--- config.mk ---
export PLATFORM = sky130hd
export DESIGN_NAME = lc_div
export DESIGN_NICKNAME = d
export VERILOG_FILES = /design/src/hw/rtl/lc_pkg.sv /design/src/hw/rtl/lc_div.sv
export SDC_FILE = /design/constraint.sdc
export NUM_CORES = 1
export LEC_CHECK = 0
export CORE_MARGIN = 2
export CORE_UTILIZATION = 38
export DETAILED_ROUTE_END_ITERATION = 12
export DONT_BUFFER_PORTS = 1
export GPL_TIMING_DRIVEN = 0
export SLEW_MARGIN = 20
export SYNTH_ARGS = -nofsm -noshare
export SYNTH_HDL_FRONTEND = slang
export SYNTH_SLANG_ARGS = --single-unit
--- constraint.sdc ---
create_clock -name clk -period 5.6 [get_ports clk]
set_clock_uncertainty 0.15 [all_clocks]
set_input_delay 0.28 -clock clk [delete_from_list [all_inputs] [get_ports clk]]
set_output_delay 0.28 -clock clk [all_outputs]
set_load 0.01 [all_outputs]
--- src/hw/rtl/lc_pkg.sv ---
// Shared types and register codes for the 2D line clipper.
// No dependencies; used by lc_div.sv, line_clipper_2d.sv and line_clipper_2d_tb.sv.
package lc_pkg;

    // Window register indexes on the configuration port.
    localparam logic [1:0] REG_LEFT   = 2'd0;
    localparam logic [1:0] REG_RIGHT  = 2'd1;
    localparam logic [1:0] REG_BOTTOM = 2'd2;
    localparam logic [1:0] REG_TOP    = 2'd3;

    localparam int NUM_EDGES = 4;

    // Per-edge status that travels alongside the divider pipeline.
    typedef struct packed {
        logic pzero;    // edge direction p is zero (segment parallel to edge)
        logic pneg;     // p is negative, so t is an entering bound
        logic qneg;     // q is negative, so a parallel segment lies outside
    } lc_edge_t;

endpackage

--- src/hw/rtl/lc_div.sv ---
// Pipelined fixed-point divider for one clip edge: t = round(q / p), saturated.
// Restoring division, one quotient bit per stage. Depends on lc_pkg.
module lc_div #(
    parameter int COORD_BITS = 16,
    parameter int FRAC_BITS  = 16
) (
    input  logic                            clk,
    input  logic                            en,
    input  logic signed [COORD_BITS:0]      p_in,
    input  logic signed [COORD_BITS:0]      q_in,
    output logic signed [FRAC_BITS+2:0]     t_out,
    output lc_pkg::lc_edge_t                flags_out
);
    import lc_pkg::*;

    localparam int C     = COORD_BITS;
    localparam int F     = FRAC_BITS;
    localparam int STEPS = F + 1;

    logic [C:0]   up_s  [0:STEPS];
    logic [C:0]   r_s   [0:STEPS];
    logic [F:0]   acc_s [0:STEPS];
    logic         ip_s  [0:STEPS];
    logic         sat_s [0:STEPS];
    logic         neg_s [0:STEPS];
    lc_edge_t     fl_s  [0:STEPS];

    logic [C:0]   uq;
    logic [C:0]   up;
    logic         ip0;
    logic         sat0;

    always_comb
    begin
        uq   = q_in[C] ? (C+1)'(0) - q_in : q_in;
        up   = p_in[C] ? (C+1)'(0) - p_in : p_in;
        sat0 = {1'b0, uq} >= {up, 1'b0};
        ip0  = uq >= up;
    end

    // Magnitudes, integer part and saturation.
    always_ff @(posedge clk)
    begin
        if (en)
        begin
            up_s[0]        <= up;
            r_s[0]         <= ip0 ? uq - up : uq;
            acc_s[0]       <= '0;
            ip_s[0]        <= ip0;
            sat_s[0]       <= sat0;
            neg_s[0]       <= q_in[C] ^ p_in[C];
            fl_s[0].pzero  <= (p_in == '0);
            fl_s[0].pneg   <= p_in[C];
            fl_s[0].qneg   <= q_in[C];
        end
    end

    for (genvar k = 1; k <= STEPS; k++)
    begin : g_step
        logic [C+1:0] r2;
        logic         ge;
        logic [C+1:0] rdiff;

        always_comb
        begin
            r2    = {r_s[k-1], 1'b0};
            ge    = r2 >= {1'b0, up_s[k-1]};
            rdiff = r2 - {1'b0, up_s[k-1]};
        end

        always_ff @(posedge clk)
        begin
            if (en)
            begin
                up_s[k]  <= up_s[k-1];
                r_s[k]   <= ge ? rdiff[C:0] : r2[C:0];
                acc_s[k] <= {acc_s[k-1][F-1:0], ge};
                ip_s[k]  <= ip_s[k-1];
                sat_s[k] <= sat_s[k-1];
                neg_s[k] <= neg_s[k-1];
                fl_s[k]  <= fl_s[k-1];
            end
        end
    end

    // The quotient carries one extra fraction bit that rounds half away from zero.
    logic [F+2:0] mag_full;
    logic [F+1:0] mag;
    logic [F+2:0] mag_ext;

    always_comb
    begin
        mag_full = {1'b0, ip_s[STEPS], acc_s[STEPS]} + (F+3)'(1);
        mag      = sat_s[STEPS] ? (F+2)'(2) << F : mag_full[F+2:1];
        mag_ext  = {1'b0, mag};
    end

    always_ff @(posedge clk)
    begin
        if (en)
        begin
            t_out     <= neg_s[STEPS] ? (F+3)'(0) - mag_ext : mag_ext;
            flags_out <= fl_s[STEPS];
        end
    end

endmodule

==> results.json, run 1 <==
{
  "critPathCaptureType": "flip-flop",
  "final_antenna_net_count": 0,
  "yosys_warnings": 0,
  "post-cts-setup-buffers": 0,
  "cp.arrival_ns": 4.78,
  "viasPerCell": 5.02,
  "vias": 27800,
  "synth_top_family_by_area": "compound AO/OA/AOI/OAI gates",
  "place.gp.congestion": 0.870,
  "hpwl_mm": 62.5,
  "dr.pass1.iters": 5,
  "crit_family": "compound AO/OA/AOI/OAI gates",
  "die_w_microns": 351,
  "cts_made_buffers": 92,
  "yosysSeqAreaShare_pct": 56.5,
  "drtIter0Drc": 1656,
  "die_h_microns": 351,
  "cts_root_buf": "clkbuf_16",
  "synth-edff-count": 861,
  "design.die.area_sq_mm": 0.123,
  "synth_fp_nets": 4096,
  "internal-power_w": 0.0180,
  "mostFrequentLayoutCells": "edfxtp_1, inv_1, ha_1",
  "ir_worst_vdd_v": 0.000261,
  "p_sw_w": 0.00913,
  "n_antenna_cell": 0,
  "fmax_mhz": 220,
  "placed_cell_area_sq_mm": 0.0478,
  "post-route-drc-count": 0,
  "timing.rr.start": "up_s[1][0]$_DFFE_PP_",
  "clk_path_buf_depth": 3,
  "synth_xor_area_share_pct": 4.94,
  "holdWs_ns": -0.00652,
  "synth_compound_area_share_pct": 10.6,
  "path_buf_inv": 3,
  "failed_checks": "negative hold slack",
  "start_util_pct": 38.3,
  "synthToLayoutAreaGrowth_pct": 12.2,
  "synth_flop_cell": "edfxtp_1",
  "synth-simple-area-share_pct": 8.81,
  "worst_pin_slew_ns": 1.09,
  "rsz0062_at_grt": "no",
  "nFillCells": 11000,
  "final_util_pct": 42.9,
  "grtUsageTotal_pct": 14.3,
  "wl_per_cell_microns": 15.8,
  "cap_viol_max_count": 0,
  "slew_headroom_pct": 26.5,
  "ys_seq_elements": 861,
  "finalSetupTns_ns": 0,
  "combPwrFrac_pct": 40.6,
  "max_stage_delay_ns": 0.74,
  "layout-drive-gt1-share_pct": 10.2,
  "rows": 127,
  "min_from": "en",
  "hold_path.class": "primary input to flip-flop",
  "wirelength_mm": 87.7,
  "syn-cell-area_sq_mm": 0.0458,
  "nets": 4233,
  "port_buffers": 0,
  "synth_cells": 3720,
  "clock_latency_ns": 0.66,
  "post_cts_resized": 0,
  "grt_max_degree": 834,
  "layout_min_cycle_time_ns": 4.54,
  "clock-sinks": 861,
  "grt_pass1_vias": 27300,
  "slew_viol_final": 0,
  "cp_slowest_cell": "or4_2",
  "synthAdderAreaFrac_pct": 9.64,
  "grt_pass1_wl_mm": 141,
  "layout_commonest_cell": "edfxtp_1",
  "h-tree-depth": 3,
  "hold_viol_final": 1,
  "final_area_sq_mm": 0.0513,
  "crit_top_cell": "o21ai_0",
  "crit_chain": "dlygate4sd3_1 > clkbuf_1 > o21ai_0 > ha_1 > nor2b_1 > o31a_1 > o21ai_0 > a211oi_1 > or4_2 > nand3_2 > nand3_4 > buf_12 > mux2_4",
  "clkTransAtPathRegs_ns": 0.06,
  "setup_viol": 0,
  "crit_required_ns": 5.84,
  "antenna_found_initial": 0,
  "cp-start-kind": "primary input",
  "grt_overflow": 0,
  "p_clk_share_pct": 22.3,
  "seq_area_sq_mm": 0.0259,
  "status": "complete, but fails checks",
  "avgSynthCellArea_sq_um": 12.3,
  "synth.area.mux_share_pct": 5.57,
  "leakagePower_nw": 19.9,
  "cp-startpoint": "q_in[16]",
  "swShare_pct": 33.7,
  "core-area_sq_mm": 0.120,
  "cp_max_fo": 10,
  "crit_type": "primary input to flip-flop",
  "finalCritPeriodShare_pct": 81.1,
  "cts_tree": "yes",
  "p_per_area_mw_per_mm2": 528,
  "async_reset_ff_share_pct": 0,
  "multi_input_area_sq_mm": 0.0181,
  "synth.distinct_cells": 81,
  "pin_count": 58,
  "pwr-share-seq_pct": 37.0
}
-- power by group through the flow --
stage          Sequential (W)  Combinational [W]  Clock [W]
4_1_cts                0.0101             0.0109    0.00626
3_5_place_dp           0.0102             0.0108          0
2_1_floorplan         0.00980            0.00866          0
6_report               0.0100             0.0110    0.00606
5_1_grt                0.0102             0.0123    0.00649
3_3_place_gp           0.0102             0.0107          0
-- what timing repair did --
item / CTS / global route
setup endpoints to repair: 0 / 0
hold buffers: 37 / 1
endpoints found under the hold margin: 67 / 29
-- per-layer routing --
| layer | track usage [%] | vias to the layer above | routed length [microns] |
|---|---|---|---|
| met5 | 0.157 | - | 0 |
| met4 | 5.54 | 0 | 3030 |
| met3 | 2.25 | 174 | 3250 |
| met2 | 24.7 | 484 | 42700 |
| met1 | 17.8 | 13200 | 38700 |
| li1 | - | 14000 | - |
-- path summary, 6_finish.rpt --
kind | endpoint | slack, ns | cells after the start
max | r_s[0][8]$_DFFE_PP_ | 1.06 | 13
min | up_s[6][15]$_DFFE_PP_ | -0.007 | 1
max reg2reg | r_s[2][12]$_DFFE_PP_ | 1.32 | 10
min reg2reg | ip_s[10]$_DFFE_PP_ | 0.25 | 0
-- final cells by class --
type,count,area share (%)
Buffer,50,0.431
Clock buffer,105,4.62
Clock inverter,62,1.26
Inverter,420,3.07
Multi-Input combinational cell,2389,35.3
Sequential cell,861,50.4
Tap cell,1612,3.93
Timing Repair Buffer,43,1.03
-- worst register-to-register path, stage by stage, from the launching register on --
cell      delay, ns
edfxtp_1       0.47
fa_1           0.47
nor2b_1        0.13
o21ai_0        0.11
a21boi_0       0.47
o21ai_0        0.17
a21oi_1        0.32
nor2_1         0.12
o21ai_1        0.63
clkbuf_1       0.60
mux2_2         0.42
-- kinds of logic after synthesis --
| logic type | Yosys count |
|---|---|
| muxes | 227 |
| AOI/OAI and AO/OA | 747 |
| buffers and inverters | 470 |
| DFF | 861 |
| and+or+nand+nor | 816 |
| xor gates and xnor gates | 256 |
| adders and majority gates | 343 |
-- registers in the layout (all words and copies together) (netlist names) --
register and flops:
t_out 19, sat_s 18, flags_out 3, fl_s 54
acc_s 153, r_s 289, neg_s 18, up_s 289
ip_s 18
-- metrics by stage --
step | hold slack, ns | cells | total power (W) | setup WS, ns
floorplan | 0.229 | 3720 | 0.0185 | 1.17
global placement | 0.229 | 5332 | 0.0208 | 0.687
detailed placement | 0.229 | 5332 | 0.0210 | 0.642
CTS | 0.00979 | 5536 | 0.0272 | 1.10
global route | 0.0397 | 5542 | 0.0290 | 0.778
finish | -0.00652 | 5542 | 0.0271 | 1.06
-- cells in the mapped netlist, types with 22 or more instances --
| cell type | number | share of area [%] |
|---|---|---|
| a31oi_1 | 26 | 0.36 |
| clkbuf_1 | 36 | 0.30 |
| o31ai_1 | 35 | 0.57 |
| o21a_1 | 46 | 0.75 |
| inv_1 | 418 | 3.4 |
| nor3_1 | 66 | 0.72 |
| o211ai_1 | 29 | 0.48 |
| and3_1 | 22 | 0.30 |
| nor2b_1 | 53 | 0.72 |
| o21ai_0 | 171 | 1.9 |
| nand4_1 | 36 | 0.49 |
| nor2_1 | 257 | 2.1 |
| a21o_1 | 47 | 0.77 |
| mux2_2 | 193 | 4.7 |
| a211oi_1 | 24 | 0.39 |
| nand2b_1 | 45 | 0.62 |
| xnor2_1 | 175 | 3.3 |
| mux2i_1 | 27 | 0.59 |
| a21oi_1 | 192 | 2.1 |
| nand2_1 | 159 | 1.3 |
| ha_1 | 323 | 8.8 |
| a21boi_0 | 33 | 0.54 |
| edfxtp_1 | 861 | 56 |
| nand3_1 | 64 | 0.70 |
| xor2_1 | 80 | 1.5 |
Power figures use the tool's default switching activity.
==> inputs of run 2 (changes only) <==
==> constraint.sdc (replaced) <==
create_clock -name clk -period 4.75 [get_ports clk]
set_clock_uncertainty 0.15 [all_clocks]
set_input_delay 0.2375 -clock clk [delete_from_list [all_inputs] [get_ports clk]]
set_output_delay 0.2375 -clock clk [all_outputs]
set_load 0.01 [all_outputs]
==> run 2 against run 1 <==
  * The flow now finishes without violations
  * Wire length grew 0.35%
  * Final cell count is essentially flat
  * Non-clock buffer count grew 2
  * Clock-buffer cell count is the same
  * Register-to-register slack lost 0.89 ns
  * Total power grew 18%
  * Sequential power grew 18%
  * Utilization is essentially flat
  * Critical path type unchanged
  * Critical endpoint unchanged
  * Largest cell class unchanged
==> results.json, run 2 (synthesis gave the netlist of run 1 again) <==
{
  "ir_worst_vdd_v": 0.000309,
  "port_buffers": 0,
  "final_area_sq_mm": 0.0514,
  "cap_viol_max_count": 0,
  "max_stage_delay_ns": 0.73,
  "pin_count": 58,
  "critPathCaptureType": "flip-flop",
  "hold_viol_final": 0,
  "setup_ws_ns": 0.143,
  "core-area_sq_mm": 0.120,
  "start_util_pct": 38.3,
  "clock_latency_ns": 0.66,
  "antenna_found_initial": 0,
  "place.gp.congestion": 0.870,
  "cp_slowest_cell": "or4_2",
  "slew_headroom_pct": 26.6,
  "final_util_pct": 42.9,
  "die_h_microns": 351,
  "n_antenna_cell": 0,
  "crit_type": "primary input to flip-flop",
  "mostFrequentLayoutCells": "edfxtp_1, inv_1, ha_1",
  "cts_made_buffers": 92,
  "layout_min_cycle_time_ns": 4.61,
  "crit_family": "simple AND/OR/NAND/NOR gates",
  "h-tree-depth": 3,
  "finalPower_w": 0.0320,
  "vias": 27800,
  "cp.arrival_ns": 4.85,
  "leakagePower_nw": 19.9,
  "status": "finished clean",
  "cp_max_fo": 10,
  "clock-sinks": 861,
  "cts_tree": "yes",
  "grtUsageTotal_pct": 14.3,
  "dr.pass1.iters": 7,
  "cts_root_buf": "clkbuf_16",
  "dp_cells": 5332,
  "design.die.area_sq_mm": 0.123,
  "wl_per_cell_microns": 15.9,
  "path_buf_inv": 2,
  "layout.cells.non_filler": 5544,
  "grt_pass1_vias": 27300,
  "viasPerCell": 5.02,
  "clk_path_buf_depth": 3,
  "post-route-drc-count": 0,
  "layout-drive-gt1-share_pct": 10.3,
  "rsz0062_at_grt": "no",
  "crit_required_ns": 4.99,
  "setup_viol": 0,
  "grt_overflow": 0,
  "placed_cell_area_sq_mm": 0.0478,
  "dp_worst_setup_slack_ns": -0.165,
  "slew_viol_final": 0,
  "worst_pin_slew_ns": 1.09,
  "rows": 127,
  "hold_path.class": "primary input to flip-flop",
  "reg.largest.list": "r_s (289), up_s (289), acc_s (153)",
  "layout_commonest_cell": "edfxtp_1",
  "crit_chain": "dlygate4sd3_1 > or4_4 > or3_1 > or4_1 > nand2_1 > xor2_2 > ha_1 > nand2_2 > a31o_2 > a211oi_1 > or4_2 > nand3_2 > nand3_4 > buf_12 > mux2_4",
  "grt_pass1_wl_mm": 142,
  "clkTransAtPathRegs_ns": 0.06,
  "fmax_mhz": 217,
  "drtIter0Drc": 1671,
  "hpwl_mm": 62.5,
  "synthToLayoutAreaGrowth_pct": 12.3,
  "finalCritPeriodShare_pct": 97.0,
  "p_per_area_mw_per_mm2": 622,
  "wirelength_mm": 88.0,
  "final_antenna_net_count": 0,
  "nets": 4235,
  "cp-start-kind": "primary input",
  "die_w_microns": 351,
  "grt_max_degree": 791
}
run 2: cell types whose count changed in the layout (fill, tap and decap cells not counted), sizes merged:
cell,before,now
dlygate4sd3,37,39
run 2: layout make-up:
class                      instances  area, sq um
sequential                       861        25900
clock inverter                    62          648
multi-input combinational       2389        18100
buffer                            50          221
clock buffer                     105         2370
fill                           11000        68300
tap                             1612         2020
timing repair buffer              45          556
inverter                         420         1580
run 2: worst paths after layout:
kind                            cells after the start            startpoint  slack [ns]              endpoint
worst max-delay path                               15               p_in[9]        0.14   r_s[0][8]$_DFFE_PP_
worst min-delay path                                3              q_in[16]        0.03   r_s[0][2]$_DFFE_PP_
worst max register to register                     10  up_s[1][0]$_DFFE_PP_        0.43  r_s[2][12]$_DFFE_PP_
worst min register to register                      0     ip_s[9]$_DFFE_PP_        0.25    ip_s[10]$_DFFE_PP_
run 2: routing by layer:
layer / global-route usage, % / routed length (microns) / up-vias
met5: 0.157 / 0 / -
met4: 5.58 / 3020 / 0
met3: 2.22 / 3300 / 175
met2: 24.7 / 42900 / 475
met1: 17.9 / 38700 / 13200
li1: - / - / 14000
run 2: power breakdown:
group	switching [W]	leakage [nW]	internal (W)
combinational	0.00689	10.0	0.00610
clock	0.00295	1.44	0.00420
sequential	0.000928	8.41	0.0109
run 2: tightest hold or removal path, stage by stage:
cell	delay (ns)
nand2b_1	0.06
xnor2_1	0.23
mux2_2	0.19
run 2: repair_timing:
item | 4_1_cts | 5_1_grt
buffers inserted | 0 | 0
endpoints found under the setup margin | 0 | 8
resized for setup | 0 | 3
endpoints found under the hold margin | 107 | 157
hold buffers | 39 | 2
run 2: per-stage QoR:
step	TNS (ns)	hold WS, ns
floorplan	0	0.186
global placement	-0.766	0.187
detailed placement	-1.16	0.187
CTS	0	0.00810
global route	0	0.0434
finish	0	0.0323
